==> src/hw/rtl/rglm_pkg.sv <==
package rglm_pkg;

  localparam int NUM_LABELS  = 16;
  localparam int COUNT_WIDTH = 16;
  localparam int GROUP_WIDTH = 16;

  localparam int IDX_W = $clog2(NUM_LABELS);
  localparam int LC_W  = 5;

  localparam int IN_DATA_W  = ((GROUP_WIDTH + IDX_W + 7) / 8) * 8;
  localparam int OUT_FLD_W  = GROUP_WIDTH + IDX_W + COUNT_WIDTH + IDX_W;
  localparam int OUT_DATA_W = ((OUT_FLD_W + 7) / 8) * 8;

  localparam logic [LC_W-1:0]        LC_RESET  = LC_W'(NUM_LABELS);
  localparam logic [COUNT_WIDTH-1:0] COUNT_MAX = '1;

  typedef enum logic [2:0] {
    ST_IDLE,
    ST_CNT_RD,
    ST_CNT_WR,
    ST_MODE,
    ST_MODE_LAST,
    ST_EMIT_RD,
    ST_EMIT_LD
  } state_t;

  // Clamp the bin count register to 1 .. NUM_LABELS.
  function automatic logic [LC_W:0] bins_in_use(input logic [LC_W-1:0] lc);
    logic [LC_W:0] n;
    n = {1'b0, lc};
    if (lc == '0) begin
      n = (LC_W+1)'(1);
    end else if (n > (LC_W+1)'(NUM_LABELS)) begin
      n = (LC_W+1)'(NUM_LABELS);
    end
    return n;
  endfunction

endpackage

==> src/hw/rtl/run_grouped_label_mode_unit.sv <==
// Channel | Dir | Beat fields (lowest bits first)                       | Marker
// --------+-----+-------------------------------------------------------+----------------
// in_     | in  | tdata: group_id[15:0], label[19:16], zero pad [23:20] | tlast=final_item
// out_    | out | tdata: run_group, bin_index, bin_count, mode_label     | tlast=run_last,
//         |     |                                                       | tuser=stream_last
// cfg_    | in  | wdata: label_count (5 bits), written when cfg_we high |
//
// An item inside a run passes through the accept in idle, a histogram read and a
// write-back on the histogram memory. Closing a run of n bins adds a mode scan over the
// n bins and, for each emitted bin, a read and then a load into the output register, and
// it waits while the output stalls. Reset (rst_n low, synchronous) clears control state
// and the per-bin valid bits and holds in_tready low; no clearing pass runs, a bin whose
// valid bit is low reads as 0.
module run_grouped_label_mode_unit (
  input  logic                           clk,
  input  logic                           rst_n,
  // group_id, label, zero pad
  input  logic [rglm_pkg::IN_DATA_W-1:0]  in_tdata,
  input  logic                           in_tlast,
  input  logic                           in_tvalid,
  output logic                           in_tready,
  // run_group, bin_index, bin_count, mode_label
  output logic [rglm_pkg::OUT_DATA_W-1:0] out_tdata,
  // stream_last
  output logic                           out_tuser,
  output logic                           out_tlast,
  output logic                           out_tvalid,
  input  logic                           out_tready,
  input  logic                           cfg_we,
  input  logic [rglm_pkg::LC_W-1:0]       cfg_wdata
);
  import rglm_pkg::*;

  // Histogram storage: one write port, one registered read port.
  logic [COUNT_WIDTH-1:0] hist_mem [NUM_LABELS];
  logic [COUNT_WIDTH-1:0] rdata_r;
  logic [NUM_LABELS-1:0]  valid_r;

  state_t state_r, state_nxt;

  logic [LC_W-1:0]        label_count_r;
  logic [GROUP_WIDTH-1:0] item_grp_r;
  logic [IDX_W-1:0]       item_lab_r;
  logic                   item_fin_r;
  logic [GROUP_WIDTH-1:0] open_group_r;
  logic                   run_open_r;
  logic                   emit_end_r;
  logic [IDX_W-1:0]       idx_r;
  logic                   pend_r;
  logic [IDX_W-1:0]       pend_idx_r;
  logic [COUNT_WIDTH-1:0] best_count_r;
  logic [IDX_W-1:0]       best_label_r;

  logic [GROUP_WIDTH-1:0] out_group_r;
  logic [IDX_W-1:0]       out_bin_r;
  logic [COUNT_WIDTH-1:0] out_count_r;
  logic [IDX_W-1:0]       out_mode_r;
  logic                   out_last_r;
  logic                   out_slast_r;
  logic                   out_valid_r;

  logic [LC_W:0]          n_bins;
  logic [IDX_W-1:0]       last_idx;
  logic                   idx_is_last;
  logic [COUNT_WIDTH-1:0] bin_val;
  logic                   lab_in_use;
  logic                   cnt_do;
  logic                   mem_re;
  logic [IDX_W-1:0]       mem_ra;
  logic                   in_fire;
  logic                   grp_change;
  logic                   out_free;

  logic [GROUP_WIDTH-1:0] in_grp;
  logic [IDX_W-1:0]       in_lab;

  assign in_grp = in_tdata[GROUP_WIDTH-1:0];
  assign in_lab = in_tdata[GROUP_WIDTH +: IDX_W];

  assign n_bins      = bins_in_use(label_count_r);
  assign last_idx    = IDX_W'(n_bins - (LC_W+1)'(1));
  assign idx_is_last = (idx_r == last_idx);
  // Mask stale entries of a run that has been reopened.
  assign bin_val     = valid_r[pend_idx_r] ? rdata_r : '0;
  assign lab_in_use  = ({{(LC_W+1-IDX_W){1'b0}}, item_lab_r} < n_bins);
  assign cnt_do      = (state_r == ST_CNT_WR) && lab_in_use && (bin_val != COUNT_MAX);
  assign in_fire     = in_tvalid && in_tready;
  assign grp_change  = run_open_r && (in_grp != open_group_r);
  assign out_free    = !out_valid_r || out_tready;

  // Next state.
  always_comb begin
    state_nxt = state_r;
    case (state_r)
      ST_IDLE: begin
        if (in_tvalid) begin
          state_nxt = grp_change ? ST_MODE : ST_CNT_RD;
        end
      end
      ST_CNT_RD: state_nxt = ST_CNT_WR;
      ST_CNT_WR: state_nxt = item_fin_r ? ST_MODE : ST_IDLE;
      ST_MODE: begin
        if (idx_is_last) begin
          state_nxt = ST_MODE_LAST;
        end
      end
      ST_MODE_LAST: state_nxt = ST_EMIT_RD;
      ST_EMIT_RD: begin
        if (out_free) begin
          state_nxt = ST_EMIT_LD;
        end
      end
      ST_EMIT_LD: begin
        if (idx_is_last) begin
          state_nxt = emit_end_r ? ST_IDLE : ST_CNT_RD;
        end else begin
          state_nxt = ST_EMIT_RD;
        end
      end
      default: state_nxt = ST_IDLE;
    endcase
  end

  // Handshake and memory read controls. Accesses are serialized by the state
  // sequence, so a read never meets a write to the same bin in flight.
  always_comb begin
    in_tready = 1'b0;
    mem_re    = 1'b0;
    mem_ra    = idx_r;
    case (state_r)
      ST_IDLE:    in_tready = rst_n;
      ST_CNT_RD: begin
        mem_re = 1'b1;
        mem_ra = item_lab_r;
      end
      ST_MODE:    mem_re = 1'b1;
      ST_EMIT_RD: mem_re = out_free;
      default: begin
        mem_re = 1'b0;
      end
    endcase
  end

  // Histogram memory.
  always_ff @(posedge clk) begin
    if (cnt_do) begin
      hist_mem[item_lab_r] <= bin_val + COUNT_WIDTH'(1);
    end
    if (mem_re) begin
      rdata_r <= hist_mem[mem_ra];
    end
  end

  // Control state.
  always_ff @(posedge clk) begin
    if (!rst_n) begin
      state_r       <= ST_IDLE;
      label_count_r <= LC_RESET;
      valid_r       <= '0;
      open_group_r  <= '0;
      run_open_r    <= 1'b0;
      emit_end_r    <= 1'b0;
      idx_r         <= '0;
      pend_r        <= 1'b0;
      best_count_r  <= '0;
      best_label_r  <= '0;
      out_valid_r   <= 1'b0;
    end else begin
      state_r <= state_nxt;
      pend_r  <= mem_re;
      if (cfg_we) begin
        label_count_r <= cfg_wdata;
      end
      if (out_valid_r && out_tready) begin
        out_valid_r <= 1'b0;
      end
      case (state_r)
        ST_IDLE: begin
          if (in_fire && grp_change) begin
            emit_end_r   <= 1'b0;
            idx_r        <= '0;
            best_count_r <= '0;
            best_label_r <= '0;
          end
        end
        ST_CNT_RD: begin
          // Open a run: drop every bin at once.
          if (!run_open_r) begin
            valid_r      <= '0;
            open_group_r <= item_grp_r;
            run_open_r   <= 1'b1;
          end
        end
        ST_CNT_WR: begin
          if (cnt_do) begin
            valid_r[item_lab_r] <= 1'b1;
          end
          if (item_fin_r) begin
            emit_end_r   <= 1'b1;
            idx_r        <= '0;
            best_count_r <= '0;
            best_label_r <= '0;
          end
        end
        ST_MODE, ST_MODE_LAST: begin
          if (state_r == ST_MODE) begin
            idx_r <= idx_is_last ? '0 : idx_r + IDX_W'(1);
          end
          // Strict compare keeps the lowest bin on a tie.
          if (pend_r && (bin_val > best_count_r)) begin
            best_count_r <= bin_val;
            best_label_r <= pend_idx_r;
          end
        end
        ST_EMIT_LD: begin
          out_valid_r <= 1'b1;
          idx_r       <= idx_is_last ? '0 : idx_r + IDX_W'(1);
          if (idx_is_last) begin
            run_open_r <= 1'b0;
          end
        end
        default: begin
        end
      endcase
    end
  end

  // Payload registers.
  always_ff @(posedge clk) begin
    if (mem_re) begin
      pend_idx_r <= mem_ra;
    end
    if (in_fire) begin
      item_grp_r <= in_grp;
      item_lab_r <= in_lab;
      item_fin_r <= in_tlast;
    end
    if (state_r == ST_EMIT_LD) begin
      out_group_r <= open_group_r;
      out_bin_r   <= pend_idx_r;
      out_count_r <= bin_val;
      out_mode_r  <= best_label_r;
      out_last_r  <= idx_is_last;
      out_slast_r <= idx_is_last && emit_end_r;
    end
  end

  assign out_tvalid = out_valid_r;
  assign out_tlast  = out_last_r;
  assign out_tuser  = out_slast_r;
  assign out_tdata  = {{(OUT_DATA_W-OUT_FLD_W){1'b0}},
                       out_mode_r, out_count_r, out_bin_r, out_group_r};

  // The histogram is never read and written in the same cycle.
  a_no_rw_overlap: assert property (@(posedge clk) disable iff (!rst_n)
    !(mem_re && cnt_do))
    else $error("histogram read and write in the same cycle");

  // Every emitted bin is bounded by the mode count found in the scan.
  a_mode_is_max: assert property (@(posedge clk) disable iff (!rst_n)
    (state_r == ST_EMIT_LD) |-> (bin_val <= best_count_r))
    else $error("emitted bin exceeds mode count");

  // The mode label never lies beyond the last emitted bin.
  a_mode_in_range: assert property (@(posedge clk) disable iff (!rst_n)
    (out_valid_r && out_last_r) |-> (out_mode_r <= out_bin_r))
    else $error("mode label beyond last bin");

  // Closing a run leaves no run open.
  a_run_closed: assert property (@(posedge clk) disable iff (!rst_n)
    (state_r == ST_EMIT_LD && idx_is_last) |=> !run_open_r)
    else $error("run still open after emission");

  // Stream end is only flagged on the last bin of a run.
  a_slast_on_last: assert property (@(posedge clk) disable iff (!rst_n)
    out_valid_r |-> (!out_slast_r || out_last_r))
    else $error("stream end without run end");

endmodule
==> config.mk <==
export PLATFORM = sky130hd
export DESIGN_NAME = run_grouped_label_mode_unit
export DESIGN_NICKNAME = d
export VERILOG_FILES = /design/src/hw/rtl/rglm_pkg.sv /design/src/hw/rtl/run_grouped_label_mode_unit.sv
export SDC_FILE = /design/constraint.sdc
export NUM_CORES = 1
export LEC_CHECK = 0
export BUFFER_PORTS_ARGS = -buffer_cell sky130_fd_sc_hd__buf_2
export CAP_MARGIN = 40
export CORE_MARGIN = 2
export CORE_UTILIZATION = 45
export DETAILED_ROUTE_END_ITERATION = 10
export MAX_ROUTING_LAYER = met4
export PLACE_DENSITY = 0.74
export SETUP_SLACK_MARGIN = 0.5
export SLEW_MARGIN = 20
export SYNTH_ARGS = -nofsm -noshare
export SYNTH_HDL_FRONTEND = slang
export SYNTH_SLANG_ARGS = --single-unit
==> constraint.sdc <==
create_clock -name clk -period 4.76 [get_ports clk]
set_input_delay 0.476 -clock clk [delete_from_list [all_inputs] [get_ports clk]]
set_output_delay 0.476 -clock clk [all_outputs]
set_load 0.05 [all_outputs]
==> impl_results.md, run 1 <==
* Total GRT Usage at 0.202
* Layout Nets at 1,449
* Fraction of layout cells with a size suffix above 1 at 0.151
* RSZ-0062 raised after global routing: no
* Commonest non-fill, non-tap cell in the layout: edfxtp_1
* Post-DP HPWL at 22.2 mm
* Avg Synthesized Cell Area at 12.8 um2
* Critical path's top delay family: multiplexers
* R2R Setup Slk at roughly 0.71 ns
* Min-Delay Path Class: in2reg
* Max Root-Sink Buffers at 3
* FF-to-FF End: best_count_r[6]
* CTS tree: yes
* Synthesis warning total at 0
* Seq cells post-synth at 407
* GRT overflow at 0
* Normalized max-slew margin at 0.509
* Maxcap violations at 0
* Syn_nets at roughly 1,400
* Die W at 196 um
* Mux cell area share after synthesis at 0.0423
* WP data arrival at 4.47 ns
* DRT antenna net count at 0
* Clk sinks at 407
* EDFF count, synth at 339
* Skew final at 0.0179 ns
* Boundary pin count at ~80
* R2r startpoint: pend_idx_r[0]
* LEAKAGE at roughly 0.0069 uW
* Distinct cell type count after synthesis at 56
* Vias at 10,637
* Max-slew violation count at 0
* Max stage delay on crit path at 0.63 ns
* Final hold vios at 0
* Initial Util at 0.456
* Number of global-route vias before repair at 10,438
* Total CTS buffers at 41
* Area growth from synthesis to layout at 15.3%
* Final worst path period share at 0.851
* Slew @ Worst Pin at 0.732 ns
* Total power at 7820 uW
* Fraction of the mapped netlist area in simple logic gates at 0.132
* CP most frequent cell: mux4_2
* CP required at between 5 and 6 ns
* CTS root buffer: clkbuf_16
* Core box area at 0.0365 mm2
* Main combinational cell family by area after synthesis: simple AND/OR/NAND/NOR gates
* Tmin final at 4.05 ns
* Commonest non-fill, non-tap cells in the layout: edfxtp_1, nand2_1, nand3_1
* Critical Path Fanout Max at 20
* FF+latch area at between 0.01 and 0.015 mm2
* Global-route wire length before repair at between 50 and 60 mm
* # port buffers at 74
* Synthesized area at around 0.017 mm2
* Peak supply drop at 0.237 mV
* CP Cell Sequence: mux4_2 -> mux4_2 -> and2_1 -> ha_1 -> nand4_1 -> or3_1 -> a21oi_1 -> o31ai_1 -> a31oi_2 -> buf_4 -> o32ai_1
* Full die area at 0.0385 mm2
* Drt first-iter violations at 936
* Crit Path Class: reg2reg
* Critical path's slowest cell: mux4_2
* Reg2Reg Depth at 11
* Compound-gate portion of the synthesized area at 0.0705
* Register area share after synthesis at 0.694
* Area of the multi-input gates at just under 0.005 mm2
* Crit path capture type: register
* Antenna diodes at 0
* Status: complete, no violations
* Type of origin of the critical path: register
* Initial antenna violation count at 0
* Routed length per placed instance at 20.1 um
* Skew-Pair Late Insertion Delay at between 0.5 and 0.6 ns
* Xor/xnor share of the synthesized area at 0.0190
* Hold Path Stages at 1
* 1st-pass router iterations at 7
* Max Fclk at 247 MHz
* Filler instances at 2,884
* Cell Pwr Density at just over 400 mW/mm2
* Final setup violation count at 0
* Vias per inst at 5.62
* Die Y at 196 um
* Routability cong. at 0.816
* Rows at 70
* Worst hold endpoint: item_lab_r[1]
* HP Start: in_tdata[17]
* Drt drc at 0
* Largest net degree at the start of global routing at between 100 and 150
* WL final at 38.0 mm
* Bufs and invs on worst path at 1
* Ys flop type: edfxtp_1
* Synth Area in Adders at 0.0165
* Post-synth ARST share at 0
* Final TNS setup at 0 ns
* H-tree levels at 2
* Clock transition at path regs at 0.06 ns
* Cells after Synth at 1,296
flip-flops by register name (all words and copies together), names as in the netlist, 5 cells and up:
name	count
open_group_r	16
valid_r	16
rdata_r	16
hist_mem	256
out_count_r	16
best_count_r	16
item_grp_r	16
out_group_r	16
label_count_r	5
routing by layer:
metal	wire length [um]	vias up	share of wire	global-route usage
met5	0	-	0	-
met4	1050	0	0.028	0.0699
met3	2740	87	0.072	0.0344
met2	19000	414	0.50	0.334
met1	15300	5194	0.40	0.251
li1	-	4942	-	-
where the power goes:
part           internal, uW  leakage [uW]  switching, uW
Clock                  1690      0.000632           1350
Sequential             3930       0.00331           79.5
Combinational           279       0.00297            495
cells by family (layout without fill, tap and decap cells):
kind of cell,count (synthesis),count (layout)
buffers and inverters,112,240
adders and majority gates,22,22
xor gates and xnor gates,36,36
AOI/OAI and AO/OA,165,165
DFF,407,407
and+or+nand+nor,490,490
muxes,64,65
worst max path at each step:
stage / startpoint / endpoint / cells past startpoint
global route: pend_idx_r[0] / best_count_r[0] / 12
finish: pend_idx_r[0] / best_count_r[6] / 11
detailed placement: pend_idx_r[0] / best_count_r[6] / 11
floorplan: pend_idx_r[0] / hist_mem[1][0] / 12
global placement: pend_idx_r[0] / hist_mem[3][2] / 9
CTS: pend_idx_r[0] / hist_mem[3][13] / 9
metrics by stage:
step	instances	setup slack [ns]	utilization	hold WS, ns	cell area [um2]
final	1893	0.709	0.525	0.104	19200
after global routing	1893	0.521	0.525	0.0903	19200
after CTS	1889	0.647	0.523	0.0814	19100
after detailed placement	1813	0.659	0.488	0.416	17800
after global placement	1805	0.701	0.485	0.417	17700
after floorplan	1296	0.316	-	0.408	16700
worst reg2reg max path, cell delays in order (launching register included):
cell      delay, ns
edfxtp_1       0.51
mux4_2         0.60
mux4_2         0.63
and2_1         0.26
ha_1           0.30
nand4_1        0.19
or3_1          0.42
a21oi_1        0.30
o31ai_1        0.15
a31oi_2        0.14
buf_4          0.28
o32ai_1        0.12
Yosys cell counts (all sizes together) (2+ instances only):
master    n  area share
a21boi   17      0.0077
a21oi    13      0.0039
a22o      4      0.0021
a31oi     3      0.0011
a32oi    16      0.0084
a41oi     4      0.0021
and2     24      0.0090
and3      6      0.0023
buf      19      0.0053
clkbuf   48       0.011
dfxtp    68       0.082
edfxtp  339        0.61
ha       22       0.017
inv      44      0.0099
mux2i    59       0.035
mux4      5      0.0068
nand2   292       0.066
nand2b    3      0.0011
nand3    93       0.028
nand4     8      0.0030
nand4b    2      0.0011
nor2     23      0.0052
nor2b     8      0.0030
nor3     11      0.0042
nor3b     3      0.0017
nor4      9      0.0034
o211ai    8      0.0036
o21a     11      0.0050
o21ai    39       0.012
o221ai   16      0.0084
o31a      2      0.0011
o31ai    17      0.0077
o32ai     8      0.0042
or3       3      0.0011
xnor2    16      0.0084
xor2     20       0.011
layout make-up:
cell class	instances	area share
inverters	45	0.00880
clock inverters	24	0.0105
clock buffers	52	0.0561
well taps	468	0.0305
flip-flops and latches	407	0.601
multi-input cells	778	0.251
repair buffers	119	0.0412
timing repair:
action,CTS,global route
setup endpoints to repair,0,98
hold buffers,0,0
setup buffers,0,1
resized for setup,0,1
Note: power is estimated with default switching activity, not from simulation.
==> run 2: changes to the inputs <==
--- a/config.mk
+++ b/config.mk
@@ -12,6 +12,7 @@
 export DETAILED_ROUTE_END_ITERATION = 10
 export MAX_ROUTING_LAYER = met4
 export PLACE_DENSITY = 0.74
+export RECOVER_POWER = 25
 export SETUP_SLACK_MARGIN = 0.5
 export SLEW_MARGIN = 20
 export SYNTH_ARGS = -nofsm -noshare
==> run 2 against run 1 <==
The run now ends with capacitance limit, slew limit left. Sequential cell count did not move. Final cell count did not move. Critical endpoint unchanged. Register-to-register slack barely moved. Largest cell class unchanged. Setup slack improved by 0.012 ns. Worst hold slack about the same. Fmax increased by 0.29%.
==> impl_results.md, run 2 (same netlist as run 1, synthesis figures left out) <==
* Max-slew violation count at 40
* Commonest non-fill, non-tap cell in the layout: edfxtp_1
* Full die area at roughly 0.039 mm2
* Largest net degree at the start of global routing at 129
* M1 WL at 15.4 mm
* Hold Buf Count CTS at 0
* Max Fclk at 248 MHz
* Met3 wire len at 2.77 mm
* FF-to-FF End: best_count_r[6]
* CTS tree: yes
* WL final at 38.0 mm
* Clk sinks at between 400 and 500
* Initial antenna violation count at 0
* Final Cell Area at 0.0191 mm2
* Worst hold endpoint: item_lab_r[1]
* Final TNS setup at 0 ns
* Met2 wire length at approximately 19 mm
* Skew final at 0.0205 ns
* Global-route wire length before repair at roughly 58 mm
* Total GRT Usage at 0.202
* Final setup violation count at 0
* Peak supply drop at 0.236 mV
* Final hold vios at 0
* R2R Setup Slk at 0.72 ns
* Skew-Pair Late Insertion Delay at around 0.56 ns
* Die W at 196 um
* Fraction of layout cells with a size suffix above 1 at 0.103
* Critical Path Fanout Max at 20
* Max reg flops at 256
* R2r startpoint: pend_idx_r[0]
* Area growth from synthesis to layout at 14.6%
* Switching power at 1920 uW
* Worst hold slack at a little over 0.1 ns
* Total CTS buffers at 41
* Number of global-route vias before repair at between 10,000 and 15,000
* Hold Path Stages at 1
* Min-Delay Path Class: in2reg
* Cell Pwr Density at around 410 mW/mm2
* Clock power share at 0.389
* Core box area at 0.0365 mm2
* DRT antenna net count at 0
* 1st-pass router iterations at 5
* Combinational share of power at 0.098
* CP required at 5.18 ns
* # port buffers at 74
* Drt first-iter violations at between 800 and 900
* Clock transition at path regs at 0.06 ns
* Drt drc at 0
* Slew @ Worst Pin at 1.55 ns
* Max Root-Sink Buffers at 3
* LEAKAGE at 0.00675 uW
* Final worst path period share at 0.849
* Boundary pin count at 79
* Layout Nets at roughly 1,400
* RSZ-0062 raised after global routing: no
* Largest reg by FF count: hist_mem
* Rows at 70
* Sw Ratio at 0.246
* Placed cell area at 0.0178 mm2
* Die Y at around 200 um
* Post-DP HPWL at 22.2 mm
* FF+latch area at 0.0115 mm2
* WP data arrival at 4.46 ns
* CTS root buffer: clkbuf_16
* Antenna diodes at 0
* Routability cong. at about 0.82
* Violated checks: capacitance limit, slew limit
* Routed length per placed instance at around 20 um
* Crit path capture type: register
* Sequential power share at 0.513
* Normalized max-slew margin at -0.0343
* Vias at 10,683
* Crit Path Class: reg2reg
* H-tree levels at 2
* HP Start: in_tdata[17]
* Filler instances at 2,930
* Reg2Reg Depth at 11
* Vias per inst at 5.64
* GRT overflow at 0
* Tmin final at 4.04 ns
* Initial Util at 0.456
* P_int at approximately 5900 uW
* Area of the multi-input gates at 0.00482 mm2
* Total power at 7810 uW
* Commonest non-fill, non-tap cells in the layout: edfxtp_1, nand2_1, nand3_1
* Highest layer used for signal routing: met4
* Maxcap violations at 1
* Status: finished with violations
* Type of origin of the critical path: register
run 2: cell count changes in the layout (fill, tap and decap cells not counted), sizes merged:
cell    previous run  this run
buf              119        54
clkbuf            52       117
run 2: worst max-delay path by stage:
stage | to | startpoint | cells past startpoint | slack [ns]
2_1_floorplan | hist_mem[1][0] | pend_idx_r[0] | 12 | 0.32
3_3_place_gp | hist_mem[3][2] | pend_idx_r[0] | 9 | 0.70
3_5_place_dp | best_count_r[6] | pend_idx_r[0] | 11 | 0.66
4_1_cts | hist_mem[3][13] | pend_idx_r[0] | 9 | 0.65
5_1_grt | best_count_r[0] | pend_idx_r[0] | 11 | 0.50
6_report | best_count_r[6] | pend_idx_r[0] | 11 | 0.72
run 2: worst max-delay path, stage by stage, from the launching register on:
cell and delay [ns]:
edfxtp_1 0.51, mux4_2 0.60, mux4_2 0.63, and2_1 0.26, ha_1 0.30, nand4_1 0.19, or3_1 0.42, a21oi_1 0.30
o31ai_1 0.15, a31oi_2 0.14, buf_4 0.28, o32ai_1 0.11
run 2: through the flow:
stage,setup WS [ns],instances,utilization
2_1_floorplan,0.316,1296,-
3_3_place_gp,0.701,1805,0.485
3_5_place_dp,0.659,1813,0.488
4_1_cts,0.647,1889,0.523
5_1_grt,0.500,1893,0.522
6_report,0.721,1893,0.522
run 2: layer usage:
layer  up-vias  global-route usage
met2       431               0.334
met1      5224               0.251
li1       4942                   -
met5         -                   -
met4         0              0.0699
met3        86              0.0344
run 2: timing repair:
| action | in CTS | in global routing |
|---|---|---|
| buffers inserted | 0 | 1 |
| resized for setup | 0 | 1 |
| endpoints found under the setup margin | 0 | 98 |
run 2: power by group through the flow:
stage	Clock [uW]	Combinational, uW	Sequential, uW
6_report	3030	766	4010
5_1_grt	3200	848	4020
4_1_cts	3080	761	4000
3_5_place_dp	0	753	4080
3_3_place_gp	0	720	4080
2_1_floorplan	0	548	4040
run 2: cell type report:
type	instances	share of cell area
Clock buffer	52	0.0565
Clock inverter	24	0.0106
Inverter	45	0.00886
Multi-Input combinational cell	778	0.253
Sequential cell	407	0.605
Tap cell	468	0.0307
Timing Repair Buffer	119	0.0351
==> run 3: changes to the inputs <==
==> constraint.sdc (replaced) <==
create_clock -name clk -period 3.5 [get_ports clk]
set_input_delay 0.35 -clock clk [delete_from_list [all_inputs] [get_ports clk]]
set_output_delay 0.35 -clock clk [all_outputs]
set_load 0.05 [all_outputs]
==> run 3 against run 2 <==
The flow finishes with violations (setup timing). Non-clock buffer count rose by 92. Die area did not move. Core utilization rose by 4.0 points. Final cell count rose by 4.8%. Wire length rose by 6.5%. Clock skew fell by 0.00054 ns. Fmax rose by 6.6%. Clock power rose by 44%. Total power rose by 40%. Sequential cell count did not move. Sequential power rose by 36%. Cell area rose by 7.8%. Critical path type unchanged. Largest cell class unchanged.
==> impl_results.md, run 3 (same netlist as run 1, synthesis figures left out) <==
* Largest net degree at the start of global routing at 59
* Maxcap violations at 0
* FF+latch area at 0.0115 mm2
* Filler instances at 2,796
* Global-route wire length before repair at 62.0 mm
* CP most frequent cell: mux4_2
* Slew @ Worst Pin at 1.33 ns
* Clock transition at path regs at 0.06 ns
* Antenna diodes at 0
* Commonest non-fill, non-tap cell in the layout: edfxtp_1
* HP Start: cfg_wdata[4]
* Crit Path Class: reg2reg
* Critical path's slowest cell: mux4_2
* Total GRT Usage at 0.215
* Min-Delay Path Class: in2reg
* Number of global-route vias before repair at approximately 11,000
* Worst setup margin at -0.288 ns
* H-tree levels at 2
* Skew-Pair Late Insertion Delay at 0.55 ns
* Vias at 11,105
* Critical Path Fanout Max at 12
* Boundary pin count at 79
* 1st-pass router iterations at 5
* Routed length per placed instance at 20.4 um
* CTS root buffer: clkbuf_16
* Initial antenna violation count at 0
* Tmin final at roughly 3.8 ns
* R2R Setup Slk at -0.29 ns
* Max reg flops at 256
* Peak supply drop at about 0.33 mV
* WL final at 40.5 mm
* Total CTS buffers at 41
* Vias per inst at ~5.6
* WP data arrival at 4.22 ns
* Area of the multi-input gates at between 0.005 and 0.006 mm2
* Cell Pwr Density at 533 mW/mm2
* Max Fclk at around 260 MHz
* Fraction of layout cells with a size suffix above 1 at 0.164
* LEAKAGE at 0.00735 uW
* Max Root-Sink Buffers at 3
* Type of origin of the critical path: register
* Die W at 196 um
* Commonest non-fill, non-tap cells in the layout: edfxtp_1, nand2_1, nand3_1
* Crit path capture type: register
* Final worst path period share at 1.08
* Die Y at 196 um
* R2r startpoint: pend_idx_r[0]
* Final hold vios at 0
* RSZ-0062 raised after global routing: yes
* Drt drc at 0
* DRT antenna net count at 0
* CP required at 3.93 ns
* GRT overflow at 0
* Max-slew violation count at 0
* Layout Nets at 1,540
* Final setup violation count at between 100 and 150
* Final Core Density at 0.562
* Final TNS setup at -17.53 ns
* Violated checks: setup timing
* Post-DP HPWL at 23.5 mm
* Largest reg by FF count: hist_mem
* CTS tree: yes
* Full die area at ~0.039 mm2
* Clk sinks at 407
* Rows at 70
* # port buffers at 74
* Skew final at 0.0200 ns
* Status: finished with violations
* Reg2Reg Depth at 12
* Final Cell Area at slightly above 0.02 mm2
* Area growth from synthesis to layout at 23.5%
* Routability cong. at 0.872
* Drt first-iter violations at approximately 1,100
* Worst hold endpoint: label_count_r[4]
* Normalized max-slew margin at 0.111
* FF-to-FF End: best_count_r[6]
* Hold Path Stages at 3
* Core box area at 0.0365 mm2
* CP Cell Sequence: mux4_2 -> mux4_2 -> buf_6 -> and2_1 -> ha_1 -> nand4_1 -> or3_1 -> a21oi_4 -> o31ai_4 -> a31oi_4 -> clkbuf_16 -> o32ai_1
* Max stage delay on crit path at 0.54 ns
* Placed cell area at roughly 0.019 mm2
* Initial Util at 0.456
## run 3: cell types whose count changed in the layout (fill, tap and decap cells not counted), moves of 7 or more
cell           delta
o31ai_1           -7
nor2_4            +7
buf_4            +40
buf_12           +26
dlygate4sd3_1    +18
clkinv_2          -7
## run 3: per-stage QoR
stage / hold WS [ns] / power [uW] / std cells / worst slack (ns)
after floorplan: 0.408 / 6260 / 1296 / -0.0516
after CTS: 0.00210 / 10900 / 1977 / -0.263
final: 0.0155 / 10900 / 1983 / -0.288
after global routing: 0.0233 / 11300 / 1983 / -0.471
after global placement: 0.420 / 6590 / 1861 / -0.248
after detailed placement: 0.418 / 6630 / 1864 / -0.386
## run 3: what timing repair did
action	in CTS	in global routing
hold endpoints to repair	18	0
setup buffers	14	4
endpoints found under the setup margin	416	422
gates cloned	6	2
pin swaps	11	8
gates resized for setup	16	16
hold buffers	18	0
## run 3: power breakdown
part           total (uW)  leakage (uW)  switching, uW  internal (uW)
clock                4350      0.000643           1850           2500
combinational        1140       0.00339            718            419
sequential           5460       0.00331            114           5340
total               10900       0.00735           2680           8260
## run 3: worst max-delay path: cells and delay by family, from the launching register on
family                     cells  cell delay (ns)
DFF                            1             0.50
buffers and inverters          2             0.38
muxes                          2             1.03
AOI/OAI and AO/OA              4             0.60
and+or+nand+nor                3             0.86
adders and majority gates      1             0.28
## run 3: layer usage
metal / routed length [um] / up-vias / track usage
met2: 19700 / 430 / 0.351
met4: 1220 / 0 / 0.0738
met3: 2660 / 77 / 0.0315
met1: 16900 / 5467 / 0.276
li1: - / 5131 / -
met5: 0 / - / -
## run 3: worst max-delay path by stage
stage                             start          endpoint  cells past startpoint
after floorplan           pend_idx_r[0]   hist_mem[12][0]                     12
after global placement    pend_idx_r[0]   best_count_r[8]                     13
after CTS                 pend_idx_r[0]  best_count_r[14]                     13
after global routing      pend_idx_r[0]  best_count_r[15]                     12
after detailed placement  pend_idx_r[0]  best_count_r[14]                     13
final                     pend_idx_r[0]   best_count_r[6]                     12
## run 3: final cells by class
| class | instances | area share |
|---|---|---|
| inverter | 45 | 0.00834 |
| multi-input combinational | 777 | 0.245 |
| tap | 468 | 0.0285 |
| timing repair buffer | 211 | 0.0920 |
| clock inverter | 24 | 0.0122 |
| sequential | 407 | 0.562 |
| clock buffer | 51 | 0.0524 |
